<file path="config.mk">
export PLATFORM = sky130hd
export DESIGN_NAME = utf8_to_ucs2_decoder_unit
export DESIGN_NICKNAME = d
export VERILOG_FILES = /design/src/sv/u2u_pkg.sv /design/src/sv/utf8_to_ucs2_decoder_unit.sv
export SDC_FILE = /design/constraint.sdc
export NUM_CORES = 1
export LEC_CHECK = 0
export BUFFER_PORTS_ARGS = -buffer_cell sky130_fd_sc_hd__buf_4
export CORE_MARGIN = 2
export CORE_UTILIZATION = 60
export DETAILED_ROUTE_END_ITERATION = 8
export GPL_TIMING_DRIVEN = 1
export PLACE_DENSITY = 0.85
export SLEW_MARGIN = 20
export SYNTH_ARGS = -nofsm -noshare
export SYNTH_HDL_FRONTEND = slang
export SYNTH_SLANG_ARGS = --single-unit
</file>
<file path="constraint.sdc">
create_clock -name clk -period 9.43 [get_ports clk]
set_clock_uncertainty 0.15 [all_clocks]
set_input_delay 1.886 -clock clk [delete_from_list [all_inputs] [get_ports clk]]
set_output_delay 1.886 -clock clk [all_outputs]
set_load 0.1 [all_outputs]
</file>
<file path="src/sv/u2u_pkg.sv">
// ----------------------------------------------------------------------------
// u2u_pkg
// Types and constants shared by the UTF-8 to UCS-2 decoder and its checker.
// ----------------------------------------------------------------------------
`default_nettype none

package u2u_pkg;

  // Default width of the per-string unit counter.
  localparam int unsigned COUNT_BITS_DEF = 16;

  // Width of one decoded code unit and of the shown unit count.
  localparam int unsigned UNIT_W = 16;

  // Unit that replaces a value that does not fit in 16 bits.
  localparam logic [UNIT_W-1:0] UNIT_REPLACE = 16'h003F;

  // Reason a string finished.
  typedef enum logic [1:0] {
    CAUSE_RUN  = 2'd0,
    CAUSE_NULL = 2'd1,
    CAUSE_END  = 2'd2,
    CAUSE_BAD  = 2'd3
  } cause_t;

  // One input byte with its string marks.
  typedef struct packed {
    logic [7:0] byte_value;
    logic       first_byte;
    logic       last_byte;
  } in_item_t;

  // One result item.
  typedef struct packed {
    logic [UNIT_W-1:0] code_unit;
    logic              unit_valid;
    logic              finished;
    cause_t            end_cause;
    logic [UNIT_W-1:0] units_done;
  } out_item_t;

endpackage

`default_nettype wire

</file>
<file path="src/sv/utf8_to_ucs2_decoder_unit.sv">
// ----------------------------------------------------------------------------
// utf8_to_ucs2_decoder_unit
// Decodes a UTF-8 byte stream into 16-bit code units, one byte per transfer.
// ----------------------------------------------------------------------------
// The block takes one byte per clock cycle while in_stall is low: the byte
// is decoded against the sequence state in the same cycle as its transfer.
// Results sit in an output register backed by one skid register, which fills
// only while the output holds a stalled result, so in_stall rises only when
// both hold a result that has not been taken; it is a registered signal with
// no combinational path from out_stall. Bytes that only extend a pending
// sequence and skipped bytes produce a result only when marked last; bytes
// after the end of a string produce none. Lead bytes of up to six bytes
// are accepted, overlong forms included; values above 16 bits give '?'.
// ----------------------------------------------------------------------------
`default_nettype none

module utf8_to_ucs2_decoder_unit #(
  parameter int unsigned COUNT_BITS = u2u_pkg::COUNT_BITS_DEF
) (
  input  wire logic               clk,
  input  wire logic               rst_n,
  input  wire logic               in_valid,
  output logic                    in_stall,
  input  wire u2u_pkg::in_item_t  in_data,
  output logic                    out_valid,
  input  wire logic               out_stall,
  output u2u_pkg::out_item_t      out_data
);

  import u2u_pkg::*;

  // Decoder state.
  logic [2:0]            pend_r,  pend_nxt;
  logic [31:0]           acc_r,   acc_nxt;
  logic [COUNT_BITS-1:0] cnt_r,   cnt_nxt;
  logic                  halt_r,  halt_nxt;

  // Output register and skid register.
  logic      out_valid_r,  out_valid_nxt;
  out_item_t out_data_r,   out_data_nxt;
  logic      skid_valid_r, skid_valid_nxt;
  out_item_t skid_data_r,  skid_data_nxt;

  // Per-byte decode signals.
  logic                  in_xfer;
  logic [2:0]            pend_b;
  logic [31:0]           acc_b;
  logic [COUNT_BITS-1:0] cnt_b;
  logic                  halt_b;
  logic [2:0]            ones;
  logic [31:0]           lead_acc;
  logic [31:0]           cont_bits;
  logic [7:0]            byte_in;
  logic                  last_in;
  logic                  do_unit;
  logic                  res_valid;
  logic [UNIT_W-1:0]     res_unit;
  logic                  res_unit_valid;
  cause_t                res_cause;
  logic [UNIT_W-1:0]     shown_cnt;
  out_item_t             res_item;

  assign in_xfer = in_valid && !in_stall;
  assign byte_in = in_data.byte_value;
  assign last_in = in_data.last_byte;

  // Leading-ones count of the byte and the payload bits of a lead byte.
  always_comb begin
    case (byte_in) inside
      8'b0???????: begin
        ones     = 3'd0;
        lead_acc = {24'd0, byte_in};
      end
      8'b10??????: begin
        ones     = 3'd1;
        lead_acc = '0;
      end
      8'b110?????: begin
        ones     = 3'd2;
        lead_acc = {21'd0, byte_in[4:0], 6'd0};
      end
      8'b1110????: begin
        ones     = 3'd3;
        lead_acc = {16'd0, byte_in[3:0], 12'd0};
      end
      8'b11110???: begin
        ones     = 3'd4;
        lead_acc = {11'd0, byte_in[2:0], 18'd0};
      end
      8'b111110??: begin
        ones     = 3'd5;
        lead_acc = {6'd0, byte_in[1:0], 24'd0};
      end
      8'b1111110?: begin
        ones     = 3'd6;
        lead_acc = {1'b0, byte_in[0], 30'd0};
      end
      default: begin
        ones     = 3'd7;
        lead_acc = '0;
      end
    endcase
  end

  // State as seen by this byte: a first mark starts from a clean slate.
  always_comb begin
    if (in_data.first_byte) begin
      pend_b = '0;
      acc_b  = '0;
      cnt_b  = '0;
      halt_b = 1'b0;
    end else begin
      pend_b = pend_r;
      acc_b  = acc_r;
      cnt_b  = cnt_r;
      halt_b = halt_r;
    end
  end

  // Continuation payload placed by the number of bytes still expected.
  always_comb begin
    case (pend_b)
      3'd1:    cont_bits = {26'd0, byte_in[5:0]};
      3'd2:    cont_bits = {20'd0, byte_in[5:0], 6'd0};
      3'd3:    cont_bits = {14'd0, byte_in[5:0], 12'd0};
      3'd4:    cont_bits = {8'd0, byte_in[5:0], 18'd0};
      3'd5:    cont_bits = {2'd0, byte_in[5:0], 24'd0};
      default: cont_bits = '0;
    endcase
  end

  // Main decode of one transferred byte.
  always_comb begin
    pend_nxt       = pend_r;
    acc_nxt        = acc_r;
    cnt_nxt        = cnt_r;
    halt_nxt       = halt_r;
    do_unit        = 1'b0;
    res_valid      = 1'b0;
    res_unit       = '0;
    res_unit_valid = 1'b0;
    res_cause      = CAUSE_RUN;

    if (in_xfer) begin
      pend_nxt = pend_b;
      acc_nxt  = acc_b;
      cnt_nxt  = cnt_b;
      halt_nxt = halt_b;

      if (!halt_b) begin
        if (pend_b == 3'd0) begin
          if (ones == 3'd1 || ones == 3'd7) begin
            // Lone continuation or invalid lead: skip the byte.
            if (last_in) begin
              res_valid = 1'b1;
              res_cause = CAUSE_END;
            end
          end else if (ones == 3'd0) begin
            acc_nxt = lead_acc;
            do_unit = 1'b1;
          end else begin
            acc_nxt  = lead_acc;
            pend_nxt = ones - 3'd1;
            if (last_in) begin
              res_valid = 1'b1;
              res_cause = CAUSE_BAD;
            end
          end
        end else if (byte_in[7:6] != 2'b10) begin
          // Broken sequence: the byte is consumed and the string ends.
          res_valid = 1'b1;
          res_cause = CAUSE_BAD;
        end else begin
          acc_nxt  = acc_b | cont_bits;
          pend_nxt = pend_b - 3'd1;
          if (pend_b == 3'd1) begin
            do_unit = 1'b1;
          end else if (last_in) begin
            res_valid = 1'b1;
            res_cause = CAUSE_BAD;
          end
        end
      end

      // Completed sequence: emit one unit and count it.
      if (do_unit) begin
        res_valid      = 1'b1;
        res_unit_valid = 1'b1;
        res_unit       = (|acc_nxt[31:16]) ? UNIT_REPLACE : acc_nxt[UNIT_W-1:0];
        if (cnt_b != '1) begin
          cnt_nxt = cnt_b + COUNT_BITS'(1);
        end
        if (res_unit == '0) begin
          res_cause = CAUSE_NULL;
        end else if (last_in) begin
          res_cause = CAUSE_END;
        end else begin
          res_cause = CAUSE_RUN;
        end
      end

      // Any finishing result halts the string.
      if (res_valid && res_cause != CAUSE_RUN) begin
        halt_nxt = 1'b1;
        pend_nxt = '0;
      end
    end
  end

  // Unit count as shown on the output, saturated to 16 bits.
  generate
    if (COUNT_BITS > UNIT_W) begin : g_cnt_wide
      assign shown_cnt = (|cnt_nxt[COUNT_BITS-1:UNIT_W]) ? '1 : cnt_nxt[UNIT_W-1:0];
    end else if (COUNT_BITS == UNIT_W) begin : g_cnt_same
      assign shown_cnt = cnt_nxt;
    end else begin : g_cnt_narrow
      assign shown_cnt = {{(UNIT_W - COUNT_BITS){1'b0}}, cnt_nxt};
    end
  endgenerate

  always_comb begin
    res_item.code_unit  = res_unit;
    res_item.unit_valid = res_unit_valid;
    res_item.finished   = (res_cause != CAUSE_RUN);
    res_item.end_cause  = res_cause;
    res_item.units_done = shown_cnt;
  end

  // Output register with skid register behind it.
  always_comb begin
    out_valid_nxt  = out_valid_r;
    out_data_nxt   = out_data_r;
    skid_valid_nxt = skid_valid_r;
    skid_data_nxt  = skid_data_r;

    if (!out_valid_r || !out_stall) begin
      if (skid_valid_r) begin
        out_valid_nxt  = 1'b1;
        out_data_nxt   = skid_data_r;
        skid_valid_nxt = 1'b0;
      end else begin
        out_valid_nxt = res_valid;
        out_data_nxt  = res_item;
      end
    end else if (res_valid) begin
      skid_valid_nxt = 1'b1;
      skid_data_nxt  = res_item;
    end
  end

  // Control and state registers.
  always_ff @(posedge clk) begin
    if (!rst_n) begin
      pend_r       <= '0;
      acc_r        <= '0;
      cnt_r        <= '0;
      halt_r       <= 1'b0;
      out_valid_r  <= 1'b0;
      skid_valid_r <= 1'b0;
    end else begin
      pend_r       <= pend_nxt;
      acc_r        <= acc_nxt;
      cnt_r        <= cnt_nxt;
      halt_r       <= halt_nxt;
      out_valid_r  <= out_valid_nxt;
      skid_valid_r <= skid_valid_nxt;
    end
  end

  // Result payload registers.
  always_ff @(posedge clk) begin
    out_data_r  <= out_data_nxt;
    skid_data_r <= skid_data_nxt;
  end

  assign in_stall  = skid_valid_r;
  assign out_valid = out_valid_r;
  assign out_data  = out_data_r;

endmodule

`default_nettype wire

</file>
# [Yosys cells after proc, flatten, opt, wreduce, memory -nomap -nowiden]
# Index checks and enable logic that the tools add are counted.
[word_totals] reg_bits=126 out_inout_bits=38 wordCells=122
[classes] n_addsub=3 n_eq_ne=15 muxes=70 bitwise=3 reduce_logical=15
[ops] op="31-bit 2-to-1 mux" n=7
[ops] op="32-bit 2-to-1 mux" n=6
[ops] op="30-bit one-hot mux with 5 select lines" n=1
[ops] op="16-bit 2-to-1 mux" n=7
[ops] op="3-bit 2-to-1 mux" n=13
[ops] op="36-bit 2-to-1 mux" n=1
[ops] op="32-bit bitwise OR" n=1
[ops] op="2-bit 2-to-1 mux" n=12
[ops] op="1-bit 2-to-1 mux" n=23
[ops] op="16-bit by 1-bit adder with 16-bit output, second input constant" n=1
[ops] op="16-bit logical NOT" n=1
[ops] op="16-bit != test, second input constant" n=1
[ops] op="16-bit OR reduction" n=1
[ops] op="3-bit equality test, second input constant" n=4
[ops] op="7-bit equality test, second input constant" n=1
[ops] op="3-bit by 1-bit equality test with 1-bit output, second input constant" n=2
[ops] op="3-bit by 2-bit equality test with 1-bit output, second input constant" n=2
[ops] op="6-bit equality test, second input constant" n=1
[ops] op="3-bit logical NOT" n=2
[ops] op="3-bit by 1-bit subtractor with 3-bit output, second input constant" n=2
[ops] op="5-bit equality test, second input constant" n=1
[ops] op="4-bit equality test, second input constant" n=1
[ops] op="2-bit nonzero test" n=2
[ops] op="1-bit logical NOT" n=3
[ops] op="other kinds (7)" n=10

# [Depth between registers and ports, before layout]
[depth] depth_word=23 ltp_mapped=15

# [Worst setup path before layout]
# OpenSTA, ideal clock, no wires.
[synth_timing] path_kind="input-to-reg" startpoint="input port in_data[1] in the netlist's numbering" endpoint="register skid_data_r[0] in the netlist's numbering, enable pin" setup_time_ns=0.433 arrival_time_ns=5.060 setup_slack_ns=3.787 stages=10 n_path_buf=2 cell_sequence="buf_2 clkbuf_1 nand2b_1 inv_1 ha_1 nor2b_1 and3_1 a31oi_4 a21oi_1 nor2b_1"
[synth_via] elab_chain_cells=11 word_cells_on_any_way=17
[synth_rtl] item="from (decl)" line_no="utf8_to_ucs2_decoder_unit.sv:24" text="input wire u2u_pkg::in_item_t in_data,"
[synth_rtl] item="3-bit 2-to-1 mux" line_no="utf8_to_ucs2_decoder_unit.sv:107" text="if (in_data.first_byte) begin"
[synth_rtl] item="3-bit by 1-bit equality test with 1-bit output" line_no="utf8_to_ucs2_decoder_unit.sv:176" text="if (pend_b == 3'd1) begin"
[synth_rtl] item="1-bit 2-to-1 mux" line_no="utf8_to_ucs2_decoder_unit.sv:176"
[synth_rtl] item="1-bit 2-to-1 mux" line_no="utf8_to_ucs2_decoder_unit.sv:169" text="end else if (byte_in[7:6] != 2'b10) begin"
[synth_rtl] item="1-bit 2-to-1 mux" line_no="utf8_to_ucs2_decoder_unit.sv:151" text="if (pend_b == 3'd0) begin"
[synth_rtl] item="1-bit 2-to-1 mux" line_no="utf8_to_ucs2_decoder_unit.sv:150" text="if (!halt_b) begin"
[synth_rtl] item="1-bit 2-to-1 mux" line_no="utf8_to_ucs2_decoder_unit.sv:144" text="if (in_xfer) begin"
[synth_rtl] item="1-bit 2-to-1 mux *" line_no="utf8_to_ucs2_decoder_unit.sv:186" text="if (do_unit) begin"
[synth_rtl] item="1-bit 2-to-1 mux * (2 in a row)" line_no="utf8_to_ucs2_decoder_unit.sv:144"
[synth_rtl] item="2-bit AND reduction (no line) *"
[synth_rtl] item="to (signal assigned)" line_no="utf8_to_ucs2_decoder_unit.sv:273" text="skid_data_r <= skid_data_nxt;"
[synth_rtl] item="to (decl)" line_no="utf8_to_ucs2_decoder_unit.sv:42" text="out_item_t skid_data_r, skid_data_nxt;"
# Every way passes the cells marked *; elsewhere a longest branch is shown, timed or not. The select of a mux whose other input is x is not followed.
# A chain may end at the register's enable or synchronous reset.

==> metrics.txt <==
outcome=complete, no violations; sw frac=29.6%; CTS H-tree lvls=4; CTS hold repair buffers=0; relative slew slack=31.3%; HP Class=reg -> reg; max-slew violation count=0; Residual DRC=0; GRT Util Overall=29.0%; Skew-Pair Late Insertion Delay=0.54 ns; DR pass1 iterations=5; Root Driver=clkbuf_8; Tcrit/Tclk final=54.3%; cell area power density=207 nW/um^2; Leak=2.94 nW; register area share after synthesis=51.9%; yosys warns=0; number of global-route vias before repair=4,762; initial antenna violation count=0; r2r startpoint=pend_r[1]$_SDFFE_PN0P_; Worst Path Max Fanout=40; hold depth=2; layout cell share with drive strength beyond 1=19.5%; crit path buf inv count=1; Hold Crit Start=acc_r[29]$_SDFFE_PN0P_; Critical Path, Cell by Cell=buf_4 > nand2b_1 > ha_1 > and2_1 > a31oi_2 > a211o_1 > nor3_2 > a21oi_1 > a21o_1; Cell Area, Synth=6250 um^2; CTS tree=yes; vias=5,032; RSZ-0062 raised after global routing=false; first-iteration detailed-routing DRC count=435; Seq cells post-synth=126; largest net degree at the start of global routing=41; die area=11,200 um^2; drt via density=6.39; clock tree buffer depth=2; Max IR drop VDD=129 uV; Die Wd=106 um; wire per inst=19.9 um; sw power=443 uW; Gate Count Post-Synth=603; clock network power share=43.0%; first-pass GRT wire length=25.2 mm; Worst Hold End=acc_r[29]$_SDFFE_PN0P_; count of different cell masters after synthesis=68; Setup Buffers After CTS=0; Critical Path Slowest Stage Cell=ha_1; ANT nets after route=0; fin nets=663; # fillers=716; # diodes=0; clk sinks=126; DP HPWL=10.1 mm; Int Pwr=1.06 mW; startpoint types=input port; Required @ worst endpoint=9.57 ns; IO Count=52; Combinational Power Share=16.2%; Least-Margin Pin Slew=1.01 ns; GP Congestion=1.01; r2r endpoint=out_data[31]$_DFFE_PP_; TNS Setup=0 ns; initial core utilization=61.0%; Synth Area per Inst=10.4 um^2; critical path class=in -> reg; ys async rst share=0%; Setup crit end kind=flip-flop; Die Y=106 um; Flop pwr share=40.8%; Critical Path Max Stage Delay=0.51 ns; Area Overhead vs Synth=16.1%; Rows=37; GRT Residual Overflow=0; Synth Flop Type=edfxtp_1; reg-to-reg setup timing slack=5.65 ns; MaxCap Viol Count=0; Final Hold Vio Count=0; Worst-path clk slew=0.06 ns; Post-CTS Resized=0; WP data arrival=5.26 ns; total CTS buffers=17; Final Setup Violations=0; Period minus WS final=5.12 ns; Design Area, Final=7250 um^2; Cell Area, Placed=6660 um^2; Core Area=10,200 um^2; buffers added on ports=51; Worst R2R Path Depth=9; final WL=15.7 mm; CP top delay family=compound AO/OA/AOI/OAI gates; Mapped Nets=627; fmax=195 MHz; EDFF count, synth=72
==> synthesized netlist by cell type (all sizes together), types with 3 or more instances <==
| library cell | instances | share of area, % |
|---|---|---|
| a32oi | 12 | 1.8 |
| a2bb2oi | 3 | 0.42 |
| o22ai | 3 | 0.30 |
| mux2 | 12 | 2.2 |
| inv | 15 | 0.90 |
| a31o | 3 | 0.42 |
| and4 | 4 | 0.56 |
| ha | 10 | 2.0 |
| nor3 | 13 | 1.3 |
| nor4 | 11 | 1.3 |
| a22oi | 26 | 3.1 |
| nand2 | 55 | 3.3 |
| edfxtp | 72 | 35 |
| clkbuf | 31 | 1.9 |
| dfxtp | 54 | 17 |
| o21ai | 24 | 1.9 |
| nand4 | 10 | 1.2 |
| nor2b | 10 | 1.0 |
| a31oi | 5 | 0.94 |
| or4 | 3 | 0.42 |
| nand3 | 20 | 1.6 |
| xor2 | 12 | 1.7 |
| a21o | 18 | 2.2 |
| nor2 | 69 | 5.3 |
| buf | 7 | 0.84 |
| nand2b | 9 | 0.90 |
| and2 | 21 | 2.1 |
| or3 | 4 | 0.40 |
| a21oi | 26 | 2.1 |
| and3 | 10 | 1.0 |
==> area by class of cell <==
type / count / area, um^2 / area share, %
clock buffer: 18 / 418 / 5.76
clock inverter: 14 / 168 / 2.31
inverter: 16 / 60.1 / 0.828
multi-input combinational: 423 / 2780 / 38.3
sequential: 126 / 3240 / 44.7
tap: 136 / 170 / 2.35
timing repair buffer: 55 / 413 / 5.69
==> worst min-delay path, cell delays in order, from the launching register on <==
cell	delay, ns
dfxtp_1	0.31
nand2_1	0.05
a21oi_1	0.05
==> power by group through the flow <==
stage | Clock, mW | Combinational [mW] | Sequential (mW)
after floorplan | 0 | 0.0932 | 0.715
after global placement | 0 | 0.235 | 0.622
after detailed placement | 0 | 0.239 | 0.622
after CTS | 0.646 | 0.241 | 0.611
after global routing | 0.668 | 0.256 | 0.612
final | 0.644 | 0.243 | 0.611
==> how the worst max path moves through the flow <==
stage | startpoint | endpoint | slack, ns | cells past startpoint
6_report | in_data[1] | out_data[21]$_DFFE_PP_ | 4.31 | 9
5_1_grt | in_data[1] | out_data[17]$_DFFE_PP_ | 4.06 | 10
4_1_cts | in_data[1] | out_data[21]$_DFFE_PP_ | 4.37 | 9
3_5_place_dp | in_data[1] | out_data[17]$_DFFE_PP_ | 3.87 | 10
3_3_place_gp | in_data[1] | out_data[17]$_DFFE_PP_ | 4.08 | 10
2_1_floorplan | in_data[1] | skid_data_r[0]$_DFFE_PP_ | 3.79 | 10
==> layout by cell type (no fill, tap or decap), drive strengths merged, types with 20 or more instances in the layout <==
master  instances
a21oi          26
a22oi          26
and2           21
buf            55
dfxtp          54
edfxtp         72
nand2          55
nand3          20
nor2           69
o21ai          24
==> logic make-up after synthesis <==
| kind of cell | after synthesis | share of synthesized area [%] |
|---|---|---|
| AO/OA/AOI/OAI | 140 | 16.5 |
| XOR/XNOR | 14 | 1.96 |
| adder cells (fa/ha/maj) | 10 | 2.00 |
| buffers and inverters | 54 | 3.67 |
| flip-flops | 126 | 51.9 |
| multiplexers | 14 | 2.68 |
| AND/OR/NAND/NOR | 245 | 21.3 |
==> layer usage <==
metal	wire [um]	track usage, %	vias to the layer above
li1	-	-	2301
met1	6380	38.8	2382
met2	7500	46.5	306
met3	1400	6.87	43
met4	367	10.5	0
met5	0	0	-
==> through the flow <==
stage,power [mW],std cells,util (%),setup WS [ns],hold slack (ns)
2_1_floorplan,0.808,603,-,3.79,0.282
6_report,1.50,788,70.9,4.31,0.302
3_5_place_dp,0.860,756,65.1,3.87,0.299
3_3_place_gp,0.857,756,65.1,4.08,0.293
5_1_grt,1.54,788,70.9,4.06,0.354
4_1_cts,1.50,788,70.8,4.37,0.308
==> sequential cells by signal, indices dropped and copies added (netlist names) <==
name,flops
out_valid,1
halt_r,1
out_data,36
acc_r,32
pend_r,3
skid_data_r,36
in_stall,1
cnt_r,16
No activity file was read; power rests on OpenSTA's default activity.
